### src/hw/rtl/irc_line_tokenizer_top_macros.svh
// ----------------------------------------------------------------------------
// irc_line_tokenizer_top_macros: assertion macros
// Concurrent checks on clk; empty when built for synthesis.
// ----------------------------------------------------------------------------
`ifndef IRC_LINE_TOKENIZER_TOP_MACROS_SVH
`define IRC_LINE_TOKENIZER_TOP_MACROS_SVH

`ifndef SYNTHESIS
// Check a property outside of reset.
`define IRCLT_ASSERT(lbl, prop, msg) \
  lbl: assert property (@(posedge clk) disable iff (rst) prop) else $error(msg);
// Check a property at every edge, reset included.
`define IRCLT_ASSERT_ALWAYS(lbl, prop, msg) \
  lbl: assert property (@(posedge clk) prop) else $error(msg);
`else
`define IRCLT_ASSERT(lbl, prop, msg)
`define IRCLT_ASSERT_ALWAYS(lbl, prop, msg)
`endif

`endif

### src/hw/rtl/irclt_pkg.sv
// ----------------------------------------------------------------------------
// irclt_pkg
// Types and codes shared by the chat line tokenizer.
// ----------------------------------------------------------------------------
`timescale 1ns / 1ps
`default_nettype none

package irclt_pkg;

  localparam logic [7:0] CHAR_COLON = 8'h3A;
  localparam logic [7:0] CHAR_BANG  = 8'h21;
  localparam logic [7:0] CHAR_SPACE = 8'h20;
  localparam logic [7:0] CHAR_NUL   = 8'h00;
  localparam logic [7:0] CHAR_TAB   = 8'h09;
  localparam logic [7:0] CHAR_CR    = 8'h0D;

  typedef enum logic [2:0] {
    MODE_LEAD    = 3'd0,
    MODE_SRC     = 3'd1,
    MODE_SRCX    = 3'd2,
    MODE_PREVERB = 3'd3,
    MODE_VERB    = 3'd4,
    MODE_GAP     = 3'd5,
    MODE_MID     = 3'd6,
    MODE_TRAIL   = 3'd7
  } mode_t;

  typedef enum logic [2:0] {
    KIND_SEP   = 3'd0,
    KIND_SRC   = 3'd1,
    KIND_SRCX  = 3'd2,
    KIND_VERB  = 3'd3,
    KIND_MID   = 3'd4,
    KIND_TRAIL = 3'd5,
    KIND_DROP  = 3'd6
  } kind_t;

  typedef struct packed {
    logic [7:0] char_byte;
    logic       last_of_line;
  } item_t;

  typedef struct packed {
    logic [7:0] byte_out;
    logic [2:0] field_kind;
    logic       field_first;
    logic [4:0] param_index;
    logic [5:0] param_count;
    logic       too_many;
    logic       line_done;
  } result_t;

endpackage

`default_nettype wire

### src/hw/rtl/irc_line_tokenizer_top.sv
// ----------------------------------------------------------------------------
// irc_line_tokenizer_top
// Labels each byte of a chat protocol message line with the field it opens
// or belongs to: source, source extra, verb, middle or trailing parameter.
// ----------------------------------------------------------------------------
// Unless the output stalls, one byte is taken per clock and its label enters
// the result register, so the block sustains one byte per cycle. The figure is
// set by the parse mode and parameter count registers, which update in the
// same cycle a byte is accepted. A new byte is accepted whenever the result
// register is empty or being taken. Parse state returns to its reset value
// after the byte flagged as last of line. Parameters beyond PARAM_LIMIT
// (1 to 32) are labeled dropped and flag too_many for the rest of the line.
`timescale 1ns / 1ps
`default_nettype none

`include "irc_line_tokenizer_top_macros.svh"

module irc_line_tokenizer_top
  import irclt_pkg::*;
#(
  parameter int PARAM_LIMIT = 32
) (
  input  wire logic    clk,
  input  wire logic    rst,
  input  wire logic    item_valid,
  output logic         item_stall,
  input  wire item_t   item,
  output logic         result_valid,
  input  wire logic    result_stall,
  output result_t      result
);

  localparam logic [5:0] LIMIT = 6'(PARAM_LIMIT);

  mode_t      mode, mode_next;
  logic [5:0] params_seen, seen_next;
  logic       overflowed, ovf_next;
  logic       halted, halt_next;

  kind_t      kind;
  logic       first;
  logic [4:0] pidx;
  logic       ws;
  logic       in_param;
  logic       trail;
  logic       accept;

  // Result register may take a new transaction when empty or being drained.
  assign item_stall = result_valid & result_stall;
  assign accept     = item_valid & ~item_stall;

  always_comb begin
    ws = (item.char_byte == CHAR_SPACE) ||
         ((item.char_byte >= CHAR_TAB) && (item.char_byte <= CHAR_CR));
    mode_next = mode;
    seen_next = params_seen;
    ovf_next  = overflowed;
    halt_next = halted;
    kind      = KIND_SEP;
    first     = 1'b0;
    pidx      = '0;
    in_param  = 1'b0;
    trail     = 1'b0;
    if (halted || (item.char_byte == CHAR_NUL)) begin
      halt_next = 1'b1;
    end else begin
      case (mode)
        MODE_LEAD: begin
          if (!ws) begin
            first = 1'b1;
            if (item.char_byte == CHAR_COLON) begin
              kind      = KIND_SRC;
              mode_next = MODE_SRC;
            end else begin
              kind      = KIND_VERB;
              mode_next = MODE_VERB;
            end
          end
        end
        MODE_SRC: begin
          if (ws) begin
            mode_next = MODE_PREVERB;
          end else if (item.char_byte == CHAR_BANG) begin
            kind      = KIND_SRCX;
            first     = 1'b1;
            mode_next = MODE_SRCX;
          end else begin
            kind = KIND_SRC;
          end
        end
        MODE_SRCX: begin
          if (ws) mode_next = MODE_PREVERB;
          else kind = KIND_SRCX;
        end
        MODE_PREVERB: begin
          if (!ws) begin
            kind      = KIND_VERB;
            first     = 1'b1;
            mode_next = MODE_VERB;
          end
        end
        MODE_VERB: begin
          if (ws) mode_next = MODE_GAP;
          else kind = KIND_VERB;
        end
        MODE_GAP: begin
          if (!ws) begin
            // Count the new parameter unless the limit is reached.
            if (params_seen >= LIMIT) ovf_next = 1'b1;
            else seen_next = params_seen + 6'd1;
            first    = 1'b1;
            in_param = 1'b1;
            if (item.char_byte == CHAR_COLON) begin
              mode_next = MODE_TRAIL;
              trail     = 1'b1;
            end else begin
              mode_next = MODE_MID;
            end
          end
        end
        MODE_MID: begin
          if (ws) mode_next = MODE_GAP;
          else in_param = 1'b1;
        end
        MODE_TRAIL: begin
          in_param = 1'b1;
          trail    = 1'b1;
        end
        default: begin
          mode_next = MODE_LEAD;
        end
      endcase
      if (in_param) begin
        if (ovf_next || (seen_next == 6'd0)) begin
          kind = KIND_DROP;
        end else begin
          kind = trail ? KIND_TRAIL : KIND_MID;
          pidx = 5'(seen_next - 6'd1);
        end
      end
    end
  end

  always_ff @(posedge clk) begin
    if (rst) begin
      mode        <= MODE_LEAD;
      params_seen <= '0;
      overflowed  <= 1'b0;
      halted      <= 1'b0;
    end else if (accept) begin
      if (item.last_of_line) begin
        mode        <= MODE_LEAD;
        params_seen <= '0;
        overflowed  <= 1'b0;
        halted      <= 1'b0;
      end else begin
        mode        <= mode_next;
        params_seen <= seen_next;
        overflowed  <= ovf_next;
        halted      <= halt_next;
      end
    end
  end

  always_ff @(posedge clk) begin
    if (rst) begin
      result_valid <= 1'b0;
    end else if (accept) begin
      result_valid <= 1'b1;
    end else if (!result_stall) begin
      result_valid <= 1'b0;
    end
  end

  always_ff @(posedge clk) begin
    if (accept) begin
      result.byte_out    <= item.char_byte;
      result.field_kind  <= kind;
      result.field_first <= first;
      result.param_index <= pidx;
      result.param_count <= seen_next;
      result.too_many    <= ovf_next;
      result.line_done   <= item.last_of_line;
    end
  end

  `IRCLT_ASSERT(a_line_end_clears, accept && item.last_of_line |=> (mode == MODE_LEAD) && (params_seen == 6'd0) && !overflowed && !halted, "parse state not cleared after last byte")
  `IRCLT_ASSERT(a_drop_flags, result_valid && (result.field_kind == KIND_DROP) |-> result.too_many || (result.param_count == 6'd0), "dropped byte without overflow")
  `IRCLT_ASSERT(a_count_limit, result_valid |-> result.param_count <= LIMIT, "parameter count above limit")
  `IRCLT_ASSERT(a_index_only_params, result_valid && (result.field_kind != KIND_MID) && (result.field_kind != KIND_TRAIL) |-> result.param_index == 5'd0, "parameter index on a non-parameter byte")
  `IRCLT_ASSERT_ALWAYS(a_reset_empty, rst |=> !result_valid, "result valid after reset")

endmodule

`default_nettype wire

### config.mk
export PLATFORM = sky130hd
export DESIGN_NAME = irc_line_tokenizer_top
export DESIGN_NICKNAME = d
export VERILOG_FILES = /design/src/hw/rtl/irclt_pkg.sv /design/src/hw/rtl/irc_line_tokenizer_top.sv
export VERILOG_INCLUDE_DIRS = /design/src /design/src/hw/rtl
export SDC_FILE = /design/constraint.sdc
export NUM_CORES = 1
export LEC_CHECK = 0
export BUFFER_PORTS_ARGS = -buffer_cell sky130_fd_sc_hd__buf_2
export CAP_MARGIN = 25
export CORE_MARGIN = 1.5
export CORE_UTILIZATION = 50
export CTS_BUF_LIST = sky130_fd_sc_hd__clkbuf_4 sky130_fd_sc_hd__clkbuf_8 sky130_fd_sc_hd__clkbuf_16
export DETAILED_ROUTE_END_ITERATION = 8
export PLACE_DENSITY = 0.76
export SLEW_MARGIN = 5
export SYNTH_ARGS = -nofsm -noshare
export SYNTH_HDL_FRONTEND = slang
export SYNTH_SLANG_ARGS = --single-unit
export TNS_END_PERCENT = 5
### constraint.sdc
create_clock -name clk -period 2.8 [get_ports clk]
set_input_delay 0.28 -clock clk [delete_from_list [all_inputs] [get_ports clk]]
set_output_delay 0.28 -clock clk [all_outputs]
set_load 0.05 [all_outputs]
==> summary.md <==
| Metric | Value |
|---|---|
| Run status | finished, final reports clean |
| Routing usage on met1 | between 20% and 30% |
| GR met3 Demand/Resource | slightly below 6% |
| PD cells | between 400 and 500 nW/um^2 |
| Number of max-cap violations | 0 |
| Clock-pin slew on the worst setup and hold paths | approximately 70 ps |
| Layout Skew | 6.13 ps |
| DR iter-0 viols | between 200 and 250 |
| Remaining global-route overflow | 0 |
| Mapped cell area | ~2100 sq um |
| Max-slew violation count | 0 |
| Layout area overhead | 21.8% |
| Clock sinks | 37 |
| First-pass GRT wire length | slightly below 8000 um |
| Reg2reg path depth | 9 |
| Initial core utilization | between 50% and 60% |
| Htree depth | 2 |
| Synth Instances | 209 |
| PortBufs | 39 |
| CTS tree | built |
| Max FO, Critical Path | 5 |
| Worst-Skew Late Latency | just under 300 ps |
| HPWL after detailed placement | approximately 3400 um |
| Pin count of the biggest net entering global routing | 31 |
| Crit Path Class | input pin to register |
| CTS max path bufs | 2 |
| CORE AREA | 4060 sq um |
| Maximum clock frequency | between 300 and 400 MHz |
| Hold crit path type | input pin to register |
| Main synth FF type | edfxtp_1 |
| Initial antenna violation count | 0 |
| Worst EP arrival | roughly 2700 ps |
| Post-synthesis cell type count | 62 |
| Ys async rst share | 0% |
| Final setup fails | 0 |
| Nets | around 280 |
| FF+latch count, synth | 37 |
| Die ar. | 4680 sq um |
| Vias | 1828 |
| Worst hold stages | 1 |
| Startpoint types | input pin |
| Vias in the first global route | 1708 |
| Site row count | 23 |
| Met2 Use GR | a little over a third |
| Post-synth EDFFs | 25 |
| Via density | ~5.8 |
| Fin crit share | 97.0% |
| RePlAce Congestion | between 0.8 and 0.9 |
| Leak | 1.03 nW |
| CTS resizes | 0 |
| Syn_area_per_cell | 10.2 sq um |
| Slew @ Worst Pin | 777 ps |
| Antenna fix cells | 0 |
| Max VDD drop | between 0.00015 and 0.0002 V |
| Setup TNS | 0 ps |
| Total CTS buffers | 5 |
| RSZ-0062 raised after global routing | no |
| DRT antenna net count | 0 |
| Max transition margin | approximately 48% |
| DIE WIDTH | 68.4 um |
| Hold buffers post-CTS | 0 |
| Cell Area, Placed | 2520 sq um |
| Total track usage | 22.6% |
| DRT Pass-1 Iters | 4 |
| Final hold violation count | 0 |
| DRC Markers | 0 |
| Post-CTS Setup Bufs | 0 |
| Net Count, Synth | around 230 |
| Endpoint class of the critical path | register |
| Fraction of layout cells with a size suffix above 1 | about a third |
| Final min period | about 2700 ps |
| Die Ht | 68.4 um |
| Synth Warn # | 0 |
| Root Buffer | clkbuf_8 |
| WP data required | between 2000 and 3000 ps |
| Drt total wl | about 4700 um |
| DR WL/cell | 14.9 um |
| Design Area, Final | 2600 sq um |
| Busiest grt layer | met2 |
| Ports | 40 |
| Sequential-to-total area share from yosys stat | a little under half |
final timing paths:
kind	start	endpoint	slack (ps)
setup / recovery	item[3]	result[14]	80
hold / removal	item[3]	result[19]	220
setup reg to reg	mode[1]	result[14]	160
hold reg to reg	params_seen[0]	params_seen[0]	560
state kept, by name, summed over array words and instances, names as in the netlist:
register,flops
result,25
overflowed,1
result_valid,1
params_seen,6
halted,1
mode,3
critical path: stages:
cell and delay [ps]:
buf_2 120, and3b_1 200, o21a_4 190, or4_4 550
mux2i_2 220, ha_2 200, or4bb_1 400, mux2_4 300
o21ai_1 180, o22ai_1 100
layout by cell type (no fill, tap or decap), types with 4 or more instances in the layout:
cell type | Yosys | routed
nor2_1 | 19 | 19
buf_4 | 0 | 20
dfxtp_1 | 12 | 12
nand3_1 | 5 | 5
nor3_1 | 8 | 8
o21ai_0 | 10 | 9
a21oi_1 | 12 | 12
nand2_1 | 15 | 15
inv_1 | 9 | 9
xor2_1 | 4 | 4
xnor2_1 | 5 | 4
buf_2 | 0 | 39
edfxtp_1 | 25 | 25
clkbuf_8 | 0 | 5
where the power goes:
group	internal (W)	switching, W	total [W]	leakage [nW]
clock network	0.000177	0.000178	0.000356	0.0421
logic	0.0000510	0.000138	0.000189	0.652
registers	0.000606	0.00000459	0.000610	0.339
routing by layer:
metal,part of all wire [%],vias up
li1,-,894
met1,44,850
met2,47,73
met3,6.9,11
met4,1.4,0
met5,0,-
cells by family after synthesis:
kind of cell / count (synthesis) / share of synthesized area (%)
AO/OA/AOI/OAI: 50 / 16.2
XOR/XNOR: 10 / 4.45
adder cells (fa/ha/maj): 4 / 2.34
buffers and inverters: 19 / 3.69
flip-flops: 37 / 46.3
multiplexers: 4 / 2.34
AND/OR/NAND/NOR: 85 / 24.6
Yosys cell counts (4+ instances only):
| cell | number | share of area (%) |
|---|---|---|
| a21oi_1 | 12 | 2.8 |
| clkbuf_1 | 9 | 1.6 |
| dfxtp_1 | 12 | 11 |
| edfxtp_1 | 25 | 35 |
| ha_1 | 4 | 2.3 |
| inv_1 | 9 | 1.6 |
| nand2_1 | 15 | 2.6 |
| nand3_1 | 5 | 1.2 |
| nor2_1 | 19 | 3.3 |
| nor3_1 | 8 | 1.9 |
| o21ai_0 | 10 | 2.3 |
| xnor2_1 | 5 | 2.0 |
| xor2_1 | 4 | 1.6 |
cell type report:
type	count	area, sq um
clock buffers	6	76.3
fillers	340	1450
repair buffers	59	345
flip-flops and latches	37	991
clock inverters	1	3.75
well taps	50	62.6
inverters	9	33.8
multi-input cells	153	1090
metrics by stage:
stage	std cells	utilization (%)	hold WS (ps)	total power, W	worst slack (ps)
floorplan	209	-	349	0.000752	-10.8
global placement	308	62.1	508	0.000806	-136
detailed placement	308	62.1	513	0.000810	-212
CTS	315	64.1	210	0.00116	85.4
global route	315	64.2	203	0.00120	20.3
finish	315	64.2	216	0.00115	82.7
Note: power is estimated with default switching activity, not from simulation.
